### src/sv/r4div_pkg.sv
// Shared widths, constants and the side-band record for the radix-4 division stage.
package r4div_pkg;

   localparam int ACC_W    = 61;  // running partial remainder
   localparam int DIFF_W   = 62;  // trial difference, top bit is the sign
   localparam int QBITS_W  = 8;   // four radix-4 digits
   localparam int DIGIT_W  = 2;
   localparam int IDX_W    = 7;   // one shift index
   localparam int SLOTS    = 8;   // one index per quotient bit
   localparam int TABLE_W  = IDX_W * SLOTS;
   localparam int REM_W    = 53;  // remainder field
   localparam int SLOT_W   = 3;

   localparam logic [DIGIT_W-1:0] DIGIT_THREE = 2'd3;
   localparam logic [DIGIT_W-1:0] DIGIT_TWO   = 2'd2;
   localparam logic [DIGIT_W-1:0] DIGIT_ONE   = 2'd1;
   localparam logic [DIGIT_W-1:0] DIGIT_ZERO  = 2'd0;

   // Data that rides along the cell chain beside the arithmetic
   typedef struct packed {
      logic [TABLE_W-1:0] index_table;
      logic               index_enable;
      logic [QBITS_W-1:0] qbits;
   } r4div_side_type;

endpackage

### src/sv/r4div_cell.sv
// One radix-4 restoring step cell with its own pipeline register.
module r4div_cell
   import r4div_pkg::*;
#(
   parameter int DIVISOR_WIDTH = 53,
   parameter int SHIFT         = 0
) (
   input  logic                     clock,
   input  logic                     reset,
   input  logic                     in_valid,
   output logic                     in_ready,
   input  logic [ACC_W-1:0]         in_acc,
   input  logic [DIVISOR_WIDTH-1:0] in_d1,
   input  logic [DIVISOR_WIDTH:0]   in_d2,
   input  logic [DIVISOR_WIDTH+1:0] in_d3,
   input  r4div_side_type           in_side,
   output logic                     out_valid,
   input  logic                     out_ready,
   output logic [ACC_W-1:0]         out_acc,
   output logic [DIVISOR_WIDTH-1:0] out_d1,
   output logic [DIVISOR_WIDTH:0]   out_d2,
   output logic [DIVISOR_WIDTH+1:0] out_d3,
   output r4div_side_type           out_side
);

   logic                     valid_ff;
   logic                     valid_in;
   logic [ACC_W-1:0]         acc_ff;
   logic [ACC_W-1:0]         acc_in;
   logic [DIVISOR_WIDTH-1:0] d1_ff;
   logic [DIVISOR_WIDTH:0]   d2_ff;
   logic [DIVISOR_WIDTH+1:0] d3_ff;
   r4div_side_type           side_ff;
   r4div_side_type           side_in;
   logic [63:0]              sh1, sh2, sh3;
   logic [DIFF_W-1:0]        t1, t2, t3;
   logic [DIGIT_W-1:0]       digit;
   logic                     load;

   assign in_ready = !valid_ff || out_ready;
   assign load     = in_valid && in_ready;
   assign valid_in = in_ready ? in_valid : valid_ff;

   // Trial differences wrap modulo 2^62
   always_comb begin
      sh1 = 64'(in_d1) << SHIFT;
      sh2 = 64'(in_d2) << SHIFT;
      sh3 = 64'(in_d3) << SHIFT;
      t3  = {1'b0, in_acc} - sh3[DIFF_W-1:0];
      t2  = {1'b0, in_acc} - sh2[DIFF_W-1:0];
      t1  = {1'b0, in_acc} - sh1[DIFF_W-1:0];
   end

   // Take the largest digit whose difference stays non-negative
   always_comb begin
      priority if (!t3[DIFF_W-1]) begin
         digit  = DIGIT_THREE;
         acc_in = t3[ACC_W-1:0];
      end else if (!t2[DIFF_W-1]) begin
         digit  = DIGIT_TWO;
         acc_in = t2[ACC_W-1:0];
      end else if (!t1[DIFF_W-1]) begin
         digit  = DIGIT_ONE;
         acc_in = t1[ACC_W-1:0];
      end else begin
         digit  = DIGIT_ZERO;
         acc_in = in_acc;
      end
      side_in       = in_side;
      side_in.qbits = {in_side.qbits[QBITS_W-DIGIT_W-1:0], digit};
   end

   always_ff @(posedge clock) begin
      if (reset) begin
         valid_ff <= 1'b0;
      end else begin
         valid_ff <= valid_in;
      end
   end

   always_ff @(posedge clock) begin
      if (load) begin
         acc_ff  <= acc_in;
         d1_ff   <= in_d1;
         d2_ff   <= in_d2;
         d3_ff   <= in_d3;
         side_ff <= side_in;
      end
   end

   assign out_valid = valid_ff;
   assign out_acc   = acc_ff;
   assign out_d1    = d1_ff;
   assign out_d2    = d2_ff;
   assign out_d3    = d3_ff;
   assign out_side  = side_ff;

endmodule

### src/sv/r4div_sel.sv
// Shift-index selection and the result register of the division stage.
module r4div_sel
   import r4div_pkg::*;
#(
   parameter int DIVISOR_WIDTH = 53
) (
   input  logic                     clock,
   input  logic                     reset,
   input  logic                     in_valid,
   output logic                     in_ready,
   input  logic [ACC_W-1:0]         in_acc,
   input  r4div_side_type           in_side,
   output logic                     out_valid,
   input  logic                     out_ready,
   output logic [QBITS_W-1:0]       out_qbits,
   output logic [REM_W-1:0]         out_remainder,
   output logic [IDX_W-1:0]         out_index,
   output logic                     out_index_ready
);

   localparam int KEEP_W = (DIVISOR_WIDTH < REM_W) ? DIVISOR_WIDTH : REM_W;

   logic               valid_ff;
   logic               valid_in;
   logic [QBITS_W-1:0] qbits_ff;
   logic [REM_W-1:0]   rem_ff;
   logic [REM_W-1:0]   rem_in;
   logic [IDX_W-1:0]   index_ff;
   logic [IDX_W-1:0]   index_in;
   logic               index_ready_ff;
   logic               index_ready_in;
   logic [SLOT_W-1:0]  slot;
   logic               load;

   assign in_ready = !valid_ff || out_ready;
   assign load     = in_valid && in_ready;
   assign valid_in = in_ready ? in_valid : valid_ff;

   // Leading one of the quotient bits; slot 0 when none is set
   always_comb begin
      slot = '0;
      for (int k = 0; k < SLOTS; k++) begin
         if (in_side.qbits[k]) begin
            slot = SLOT_W'(k);
         end
      end
   end

   always_comb begin
      index_in       = in_side.index_enable ? in_side.index_table[IDX_W*slot +: IDX_W] : '0;
      index_ready_in = in_side.index_enable && (in_side.qbits != '0);
      rem_in         = REM_W'(in_acc[KEEP_W-1:0]);
   end

   always_ff @(posedge clock) begin
      if (reset) begin
         valid_ff <= 1'b0;
      end else begin
         valid_ff <= valid_in;
      end
   end

   always_ff @(posedge clock) begin
      if (load) begin
         qbits_ff       <= in_side.qbits;
         rem_ff         <= rem_in;
         index_ff       <= index_in;
         index_ready_ff <= index_ready_in;
      end
   end

   assign out_valid       = valid_ff;
   assign out_qbits       = qbits_ff;
   assign out_remainder   = rem_ff;
   assign out_index       = index_ff;
   assign out_index_ready = index_ready_ff;

endmodule

### src/sv/radix4_divide_stage_x4_core.sv
// Top level of the four-digit radix-4 restoring division stage.
// The block takes one transaction per clock while the result side does not stall and
// returns one result for each, passed through its stages: a divisor-multiple stage forms
// 2*d and 3*d, a row of four identical cells each settles one radix-4 digit (shifts 6, 4,
// 2, 0), and a final stage picks the shift index at the leading one of the quotient bits
// and holds the result. Every stage has its own valid flag and accepts a new transaction
// whenever it is empty or its neighbour downstream takes its content, so bubbles collapse
// and input is still taken while a finished result waits. Each digit takes the largest of
// 3, 2, 1, 0 whose 62-bit trial difference has a clear sign bit (bit 61); the low 61 bits
// carry on. The remainder is the low DIVISOR_WIDTH bits of the final value, at most 53.
module radix4_divide_stage_x4_core
   import r4div_pkg::*;
#(
   parameter int DIVISOR_WIDTH = 53
) (
   input  logic clock,
   input  logic reset,
   input  logic req_tvalid,
   output logic req_tready,
   // dividend[60:0], divisor[DIVISOR_WIDTH-1:0], index_table[55:0], index_enable, zero pad
   input  logic [((ACC_W + DIVISOR_WIDTH + TABLE_W + 1 + 7) / 8) * 8 - 1:0] req_tdata,
   output logic rsp_tvalid,
   input  logic rsp_tready,
   // quotient_bits[7:0], remainder[52:0], shift_index[6:0], shift_index_ready, zero pad
   output logic [71:0] rsp_tdata
);

   localparam int DW       = DIVISOR_WIDTH;
   localparam int DIV_LSB  = ACC_W;
   localparam int TAB_LSB  = DIV_LSB + DW;
   localparam int ENA_BIT  = TAB_LSB + TABLE_W;
   localparam int CELLS    = 4;
   localparam int RSP_USED = QBITS_W + REM_W + IDX_W + 1;

   // Divisor-multiple stage registers
   logic               pre_valid_ff;
   logic               pre_valid_in;
   logic               pre_ready;
   logic               pre_load;
   logic [ACC_W-1:0]   pre_acc_ff;
   logic [DW-1:0]      pre_d1_ff;
   logic [DW:0]        pre_d2_ff;
   logic [DW:0]        pre_d2_in;
   logic [DW+1:0]      pre_d3_ff;
   logic [DW+1:0]      pre_d3_in;
   r4div_side_type     pre_side_ff;
   r4div_side_type     pre_side_in;
   logic [DW-1:0]      req_divisor;

   // Links between the cells: entry 0 feeds the first cell, entry CELLS leaves the last
   logic               lk_valid [CELLS+1];
   logic               lk_ready [CELLS+1];
   logic [ACC_W-1:0]   lk_acc   [CELLS+1];
   logic [DW-1:0]      lk_d1    [CELLS+1];
   logic [DW:0]        lk_d2    [CELLS+1];
   logic [DW+1:0]      lk_d3    [CELLS+1];
   r4div_side_type     lk_side  [CELLS+1];

   logic [QBITS_W-1:0] rsp_qbits;
   logic [REM_W-1:0]   rsp_remainder;
   logic [IDX_W-1:0]   rsp_index;
   logic               rsp_index_ready;

   // Form 2*d and 3*d, kept to DIVISOR_WIDTH+2 bits
   assign req_divisor = req_tdata[DIV_LSB +: DW];
   assign req_tready  = pre_ready;
   assign pre_ready   = !pre_valid_ff || lk_ready[0];
   assign pre_load    = req_tvalid && pre_ready;
   assign pre_valid_in = pre_ready ? req_tvalid : pre_valid_ff;

   always_comb begin
      pre_d2_in                = {req_divisor, 1'b0};
      pre_d3_in                = {1'b0, pre_d2_in} + (DW+2)'(req_divisor);
      pre_side_in.index_table  = req_tdata[TAB_LSB +: TABLE_W];
      pre_side_in.index_enable = req_tdata[ENA_BIT];
      pre_side_in.qbits        = '0;
   end

   always_ff @(posedge clock) begin
      if (reset) begin
         pre_valid_ff <= 1'b0;
      end else begin
         pre_valid_ff <= pre_valid_in;
      end
   end

   always_ff @(posedge clock) begin
      if (pre_load) begin
         pre_acc_ff  <= req_tdata[ACC_W-1:0];
         pre_d1_ff   <= req_divisor;
         pre_d2_ff   <= pre_d2_in;
         pre_d3_ff   <= pre_d3_in;
         pre_side_ff <= pre_side_in;
      end
   end

   assign lk_valid[0] = pre_valid_ff;
   assign lk_acc[0]   = pre_acc_ff;
   assign lk_d1[0]    = pre_d1_ff;
   assign lk_d2[0]    = pre_d2_ff;
   assign lk_d3[0]    = pre_d3_ff;
   assign lk_side[0]  = pre_side_ff;

   // Row of digit cells, highest shift first
   for (genvar c = 0; c < CELLS; c++) begin : g_cell
      r4div_cell #(
         .DIVISOR_WIDTH(DW),
         .SHIFT        (2 * (CELLS - 1 - c))
      ) u_cell (
         .clock    (clock),
         .reset    (reset),
         .in_valid (lk_valid[c]),
         .in_ready (lk_ready[c]),
         .in_acc   (lk_acc[c]),
         .in_d1    (lk_d1[c]),
         .in_d2    (lk_d2[c]),
         .in_d3    (lk_d3[c]),
         .in_side  (lk_side[c]),
         .out_valid(lk_valid[c+1]),
         .out_ready(lk_ready[c+1]),
         .out_acc  (lk_acc[c+1]),
         .out_d1   (lk_d1[c+1]),
         .out_d2   (lk_d2[c+1]),
         .out_d3   (lk_d3[c+1]),
         .out_side (lk_side[c+1])
      );
   end

   // Index selection and result register; the divisor multiples end here
   r4div_sel #(
      .DIVISOR_WIDTH(DW)
   ) u_sel (
      .clock          (clock),
      .reset          (reset),
      .in_valid       (lk_valid[CELLS]),
      .in_ready       (lk_ready[CELLS]),
      .in_acc         (lk_acc[CELLS]),
      .in_side        (lk_side[CELLS]),
      .out_valid      (rsp_tvalid),
      .out_ready      (rsp_tready),
      .out_qbits      (rsp_qbits),
      .out_remainder  (rsp_remainder),
      .out_index      (rsp_index),
      .out_index_ready(rsp_index_ready)
   );

   assign rsp_tdata = {{(72 - RSP_USED){1'b0}}, rsp_index_ready, rsp_index,
                       rsp_remainder, rsp_qbits};

endmodule

### config.mk
export PLATFORM = sky130hd
export DESIGN_NAME = radix4_divide_stage_x4_core
export DESIGN_NICKNAME = d
export VERILOG_FILES = /design/src/sv/r4div_pkg.sv /design/src/sv/r4div_cell.sv /design/src/sv/r4div_sel.sv /design/src/sv/radix4_divide_stage_x4_core.sv
export SDC_FILE = /design/constraint.sdc
export NUM_CORES = 2
export LEC_CHECK = 0
export ABC_AREA = 1
export BUFFER_PORTS_ARGS = -buffer_cell sky130_fd_sc_hd__clkbuf_2
export CAP_MARGIN = 20
export CORE_MARGIN = 2
export CORE_UTILIZATION = 40
export DETAILED_ROUTE_END_ITERATION = 6
export MAX_ROUTING_LAYER = met4
export PLACE_DENSITY = 0.53
export SETUP_SLACK_MARGIN = 0.1
export SLEW_MARGIN = 20
export SYNTH_ARGS = -nofsm -noshare
export SYNTH_HDL_FRONTEND = slang
export SYNTH_SLANG_ARGS = --single-unit
### constraint.sdc
create_clock -name clock -period 13.05 [get_ports clock]
set_input_delay 0.6525 -clock clock [delete_from_list [all_inputs] [get_ports clock]]
set_output_delay 0.6525 -clock clock [all_outputs]
set_load 0.01 [all_outputs]
==> Yosys cells after proc, flatten, opt, wreduce, memory -nomap -nowiden <==
Index checks and enable logic that the tools add are counted.
W data, S select, Z words.
{ "totals": {"reg_bits": 1109, "n_memories": 0, "output_inout_bits": 74, "ramBits": 0, "mem_bits_ro": 0, "latchBits": 0} }
{ "classes": {"multipliers": 1, "shift": 1, "eq_ne": 0, "div_mod_pow": 0, "n_mux": 27, "n_reduce_logical": 24, "order_cmp": 0, "n_bitwise": 0, "add_sub_neg": 13} }
{ "op_table": {"columns": ["op", "count"], "rows": [
  ["$mux W61", 9],
  ["$mux W53", 3],
  ["$sub A61 B55 Y62", 2],
  ["$sub A61 B57 Y62", 2],
  ["$sub A61 B59 Y62", 2],
  ["$sub A61 B53 Y62", 1],
  ["$sub A61 B54 Y62", 1],
  ["$sub A61 B56 Y62", 1],
  ["$sub A61 B58 Y62", 1],
  ["$sub A61 B60 Y62", 1],
  ["$sub A61 B61 Y62", 1],
  ["$shiftx A56 B7 Y7", 1],
  ["$add A54 B53 Y55", 1],
  ["$mux W3", 4],
  ["$mux W1", 9],
  ["$reduce_and A2 Y1", 4],
  ["$reduce_bool A8 Y1", 1],
  ["$logic_and A1 B1 Y1", 7],
  ["$logic_not A1 Y1", 6],
  ["$logic_or A1 B1 Y1", 6],
  ["$mul A3 B3 Y6 const A", 1],
  ["$mux W2", 2]
]} }

==> Logic depth before layout (Yosys ltp) <==
{ "depth": {"ltp_word": 9, "ltp_mapped": 21, "depth_no_buf": 20} }

==> Hierarchy <==
From an unflattened synthesis, not the netlist that was laid out.
{ "unflattened": {"hier_cells": 16406, "area_unflattened_um2": 114792.6} }
{ "modules_own_cells": {"columns": ["mod", "cells_each", "area_per_inst_um2", "instances", "seq_area_each_um2"], "rows": [
  ["r4div_cell (g_cell[3].u_cell)", 3713, 25254.2, 1, 8668.3],
  ["r4div_cell (g_cell[2].u_cell)", 3740, 25104.1, 1, 8668.3],
  ["r4div_cell (g_cell[0].u_cell)", 3720, 25022.7, 1, 8668.3],
  ["r4div_cell (g_cell[1].u_cell)", 3745, 24951.4, 1, 8668.3],
  ["radix4_divide_stage_x4_core", 1219, 11501.0, 1, 6776.5],
  ["r4div_sel", 269, 2959.1, 1, 2092.0]
]} }

==> Least setup slack after synthesis <==
OpenSTA, ideal clock, no wires.
{ "synth_path": {"path_type": "input port to flip-flop", "startpoint": "in rsp_tready", "endpoint": "reg g_cell[1].u_cell.acc_ff[0] (enable)", "setup_time_ns": 0.828, "slack_ns": 1.629, "t_arrival_ns": 10.593, "cell_stages": 8, "cell_sequence": "nor2_1 > inv_1 > nor2_1 > inv_1 > nor2_1 > inv_1 > nor2_1 > nor2_1"} }
{ "synth_via": {"elab_chain_len": 5} }
{ "synth_lines": {"columns": ["element", "line", "text"], "rows": [
  ["start, declared", "radix4_divide_stage_x4_core.sv:23", "input logic rsp_tready,"],
  ["$logic_or A1 B1 Y1", "r4div_sel.sv:35", "assign in_ready = !valid_ff || out_ready;"],
  ["$logic_or A1 B1 Y1 (3 in a row)", "r4div_cell.sv:40", "assign in_ready = !valid_ff || out_ready;"],
  ["$logic_and A1 B1 Y1", "r4div_cell.sv:41", "assign load = in_valid && in_ready;"],
  ["via g_cell[1].u_cell.load", "r4div_cell.sv:38", "logic load;"],
  ["end signal, assigned", "r4div_cell.sv:83", "acc_ff <= acc_in;"],
  ["end, declared", "r4div_cell.sv:28", "logic [ACC_W-1:0] acc_ff;"]
]} }
The timed path passes the listed nets, and every way through them passes these cells.
A chain may end at the register's enable or synchronous reset.

==> Final worst setup path <==
{ "layout_path": {"startpoint": "reg g_cell[0].u_cell.d2_ff[18]", "endpoint": "reg g_cell[1].u_cell.acc_ff[4], data pin"} }
{ "layout_via": {"elab_chain_len": 4, "elab_cells_between_ends": 5, "cone_classes": "add/sub: 2; mux: 3"} }
{ "layout_lines": {"columns": ["element", "line", "text"], "rows": [
  ["start, declared", "r4div_cell.sv:31", "logic [DIVISOR_WIDTH:0] d2_ff;"],
  ["start signal, assigned", "r4div_cell.sv:85", "d2_ff <= in_d2;"],
  ["$sub A61 B57 Y62", null, null],
  ["$mux W61", null, null],
  ["$mux W61 *", "r4div_cell.sv:59", "end else if (!t2[DIFF_W-1]) begin"],
  ["$mux W61 *", "r4div_cell.sv:56", "priority if (!t3[DIFF_W-1]) begin"],
  ["via g_cell[1].u_cell.acc_in[4]", "r4div_cell.sv:29", "logic [ACC_W-1:0] acc_in;"]
]} }
The timed path passes the listed nets; every way through them passes the cells marked *.

==> metrics.yaml <==
floorplan.die.height_um: 492
worst_slew_pin_slew_ps: 1140
detail_route.drc_violations: 0
ys_async_sr_fraction_pct: 0
timing.final.hold_violations: 0
synth_cell_types: 57
cts.htree.levels: 3
crit_path_start_kind: "flip-flop"
cp.depth: 15
p_per_area_nw_per_um2: 112
report.final.slew_viol_count: 0
cts-root-buf: "sky130_fd_sc_hd__clkbuf_16"
worst_slew_margin_rel_pct: 23.4
synth-simple-area-share_pct: 30.2
worstReg2RegStart: "g_cell[0].u_cell.out_d2[18]$_DFFE_PP_"
detailroute.via_count: 99000
number_of_nets_with_antenna_violations_after_routing: 0
cts_setup_buffers: 0
syn_to_final_growth_pct: 9.59
max_cap_violations: 0
leakagePower_uw: 0.0487
postSynthRegisterBits: 1105
layout_min_cycle_time_ps: 5180
timing.critical_path.cells: "inv_1 -> ha_1 -> a21oi_1 -> o21ai_0 -> a21oi_1 -> nand3_2 -> nand2_1 -> inv_1 -> nor2_4 -> buf_4 -> nand2_1 -> buf_4 -> nand2_2 -> nor2_1 -> a21oi_1"
worst-endpoint-arrival_ps: 5710
grt_setup_unrepaired: "no"
design.die.area_um2: 242000
synth_xor_area_share_pct: 3.74
synth_sequential_area_ratio_pct: 34.7
starting_density_of_the_core_pct: 40.2
grt_start_max_net_pins: 106
io_buffers: 245
endpoint: "g_cell[1].u_cell.out_acc[4]$_DFFE_PP_"
floorplan.rows: 179
period_share_pct: 39.7
critical-path-slowest-cell: "sky130_fd_sc_hd__edfxtp_1"
die-width_um: 492
synthFlopType: "sky130_fd_sc_hd__edfxtp_1"
fin_skew_ps: 81.2
final_hold_slack_ps: 35.6
synth_compound_area_share_pct: 12.1
setup_tns_ps: 0
worstSetupStartpoint: "g_cell[0].u_cell.out_d2[18]$_DFFE_PP_"
critPathKind: "flip-flop to flip-flop"
drc_violation_total_after_the_first_tritonroute_iteration: 13100
clk_pin_slew_ps: 80
globalplace.congestion: 1.13
ioPinCount: 254
grt_usage_pct: 40.9
post_synth_fa_ha_maj_area_fraction_pct: 9.38
final_layout_size_suffix_gt1_share_pct: 4.42
worst_case_reg_to_reg_path_depth: 15
wire_length_of_the_first_global_routing_pass_mm: 680
min-delay-start: "req_tdata[1]"
synthesis.instances: 13700
fmax_mhz: 193
critical-path-max-stage-delay_ps: 790
hold_path_class: "input pin to flip-flop"
critical_path.top_delay_family: "buffers and inverters"
postSynthAreaPerCell_um2: 6.95
main_combinational_cell_family_by_area_after_synthesis: "simple AND/OR/NAND/NOR gates"
critPathRequiredTime_ps: 13580
run_status: "completed"
number_of_flops_mapped_to_enable_cells_by_yosys: 1099
crit_path_frequent_cell: "sky130_fd_sc_hd__a21oi_1"
grt_antenna_before_repair: 38
average_wire_per_standard_cell_um: 28.8
syn-cell-area_um2: 95400
final_core_util_pct: 44.0
vdd_drop_max_uv: 146
worst_r2r_endpoint: "g_cell[1].u_cell.out_acc[4]$_DFFE_PP_"
grt_overflow_total: 0
setup_viol: 0
core_area_um2: 237000
mostFrequentLayoutCell: "sky130_fd_sc_hd__nand2_1"
finish.net_count: 14900
synthMuxAreaShare_pct: 0
clock-sinks: 1105
avgViaCountPerCell: 5.71
synth_warnings: 0
worst_skew_pair.late_latency_ps: 820
worst-r2r-setup-slack_ps: 7870
timing.critical_path.buf_inv: 4
cp-end-kind: "flip-flop"
vias_in_the_first_global_route: 91300
most_frequent_cells_in_the_layout: "4009 x sky130_fd_sc_hd__nand2_1, 2242 x sky130_fd_sc_hd__inv_1, 1519 x sky130_fd_sc_hd__nor2_1"
worst-path-max-fanout: 58
dp.final_hpwl_mm: 427
postRouteWirelength_mm: 500
clock_tree.buffer_depth: 3
cts_inserted_buffers: 115
clock_tree_from_tritoncts: "built"
drt_pass1_iterations: 7
[registers in the layout (all words and copies together), names as in the netlist, 4 cells and up]
register	count
pre_acc_ff	61
g_cell.u_cell.out_d3	165
pre_d1_ff	53
u_sel.out_qbits	8
g_cell.u_cell.out_side	248
g_cell.u_cell.out_acc	236
pre_d3_ff	54
u_sel.out_index	7
g_cell.u_cell.out_d2	52
g_cell.u_cell.out_valid	4
lk_side	57
g_cell.u_cell.out_d1	104
u_sel.out_remainder	53
[cells in the mapped netlist (5+ instances only)]
cell / instances / area, um2
sky130_fd_sc_hd__a211oi_1: 6 / 45.0
sky130_fd_sc_hd__a21boi_0: 31 / 233
sky130_fd_sc_hd__a21o_1: 60 / 450
sky130_fd_sc_hd__a21oi_1: 1033 / 5170
sky130_fd_sc_hd__a21oi_2: 10 / 87.6
sky130_fd_sc_hd__a31oi_1: 75 / 469
sky130_fd_sc_hd__and2_0: 7 / 43.8
sky130_fd_sc_hd__and2_1: 12 / 75.1
sky130_fd_sc_hd__and3_1: 12 / 75.1
sky130_fd_sc_hd__buf_2: 65 / 325
sky130_fd_sc_hd__buf_4: 43 / 323
sky130_fd_sc_hd__buf_6: 22 / 248
sky130_fd_sc_hd__clkbuf_1: 13 / 48.8
sky130_fd_sc_hd__dfxtp_1: 6 / 120
sky130_fd_sc_hd__edfxtp_1: 1099 / 33000
sky130_fd_sc_hd__fa_1: 13 / 260
sky130_fd_sc_hd__ha_1: 694 / 8680
sky130_fd_sc_hd__inv_1: 2245 / 8430
sky130_fd_sc_hd__inv_2: 19 / 71.3
sky130_fd_sc_hd__nand2_1: 4010 / 15100
sky130_fd_sc_hd__nand2_2: 20 / 125
sky130_fd_sc_hd__nand3_1: 953 / 4770
sky130_fd_sc_hd__nand3_2: 8 / 80.1
sky130_fd_sc_hd__nand3b_1: 72 / 541
sky130_fd_sc_hd__nand4_1: 154 / 963
sky130_fd_sc_hd__nor2_1: 1522 / 5710
sky130_fd_sc_hd__nor2_2: 8 / 50.1
sky130_fd_sc_hd__nor2_4: 5 / 56.3
sky130_fd_sc_hd__nor3_1: 128 / 641
sky130_fd_sc_hd__nor3_2: 6 / 60.1
sky130_fd_sc_hd__nor4_1: 34 / 213
sky130_fd_sc_hd__o211ai_1: 59 / 443
sky130_fd_sc_hd__o211ai_2: 9 / 113
sky130_fd_sc_hd__o21a_1: 38 / 285
sky130_fd_sc_hd__o21ai_0: 631 / 3160
sky130_fd_sc_hd__o21ai_1: 25 / 125
sky130_fd_sc_hd__o21bai_1: 101 / 758
sky130_fd_sc_hd__or2_2: 30 / 188
sky130_fd_sc_hd__xnor2_1: 160 / 1400
sky130_fd_sc_hd__xor2_1: 247 / 2160
[through the flow]
step,cell area (um2),cells,total power [uW],worst slack [ps]
final,105000,17300,11700,7870
after global routing,104000,17300,12100,7740
after CTS,104000,17300,11600,8200
after detailed placement,100000,17000,8180,8200
after global placement,100000,17000,8180,8190
after floorplan,95400,13700,6570,1630
[logic make-up after synthesis]
family,after synthesis
AOI/OAI and AO/OA,2095
xor gates and xnor gates,407
adders and majority gates,707
buffers and inverters,2412
DFF,1105
other,1
and+or+nand+nor,6993
[power breakdown]
part | total (uW) | leakage (uW) | switching (uW) | internal, uW
registers | 4440 | 0.0102 | 310 | 4130
logic | 3860 | 0.0365 | 2800 | 1060
clock network | 3440 | 0.00190 | 1530 | 1910
total | 11700 | 0.0487 | 4640 | 7090
[cell type report]
type	instances	area (um2)
clock buffers	126	2920
clock inverters	88	1040
repair buffers	340	2030
flip-flops and latches	1105	33100
fillers	24600	133000
well taps	3167	3960
diodes	38	95.1
inverters	2268	8530
multi-input cells	10200	52800
[worst min-delay path by stage]
stage / cells past startpoint / end
after floorplan: 0 / g_cell[0].u_cell.out_acc[0]$_DFFE_PP_
after global placement: 0 / g_cell[3].u_cell.out_side[16]$_DFFE_PP_
after detailed placement: 0 / g_cell[0].u_cell.out_side[11]$_DFFE_PP_
after CTS: 1 / pre_acc_ff[22]$_DFFE_PP_
after global routing: 1 / lk_side[273]$_DFFE_PP_
final: 1 / pre_acc_ff[1]$_DFFE_PP_
[metal layers]
layer,part of all wire (%),routed length (um),global-route usage (%)
met2,43,213000,60.4
met4,7.6,38000,24.9
met5,0,0,-
met3,9.7,48300,9.00
met1,40,200000,51.0
[worst register-to-register path, delay by kind of cell (launching register included)]
family / cells / cell delay (ps)
AO/OA/AOI/OAI: 4 / 1270
flip-flops: 1 / 790
adder cells (fa/ha/maj): 1 / 470
AND/OR/NAND/NOR: 6 / 1090
buffers and inverters: 4 / 1320
[timing repair]
action | 4_1_cts | 5_1_grt
hold endpoints to repair | 36 | 0
resized for setup | 0 | 0
hold buffers | 36 | 0
Note: power is estimated with default switching activity, not from simulation.
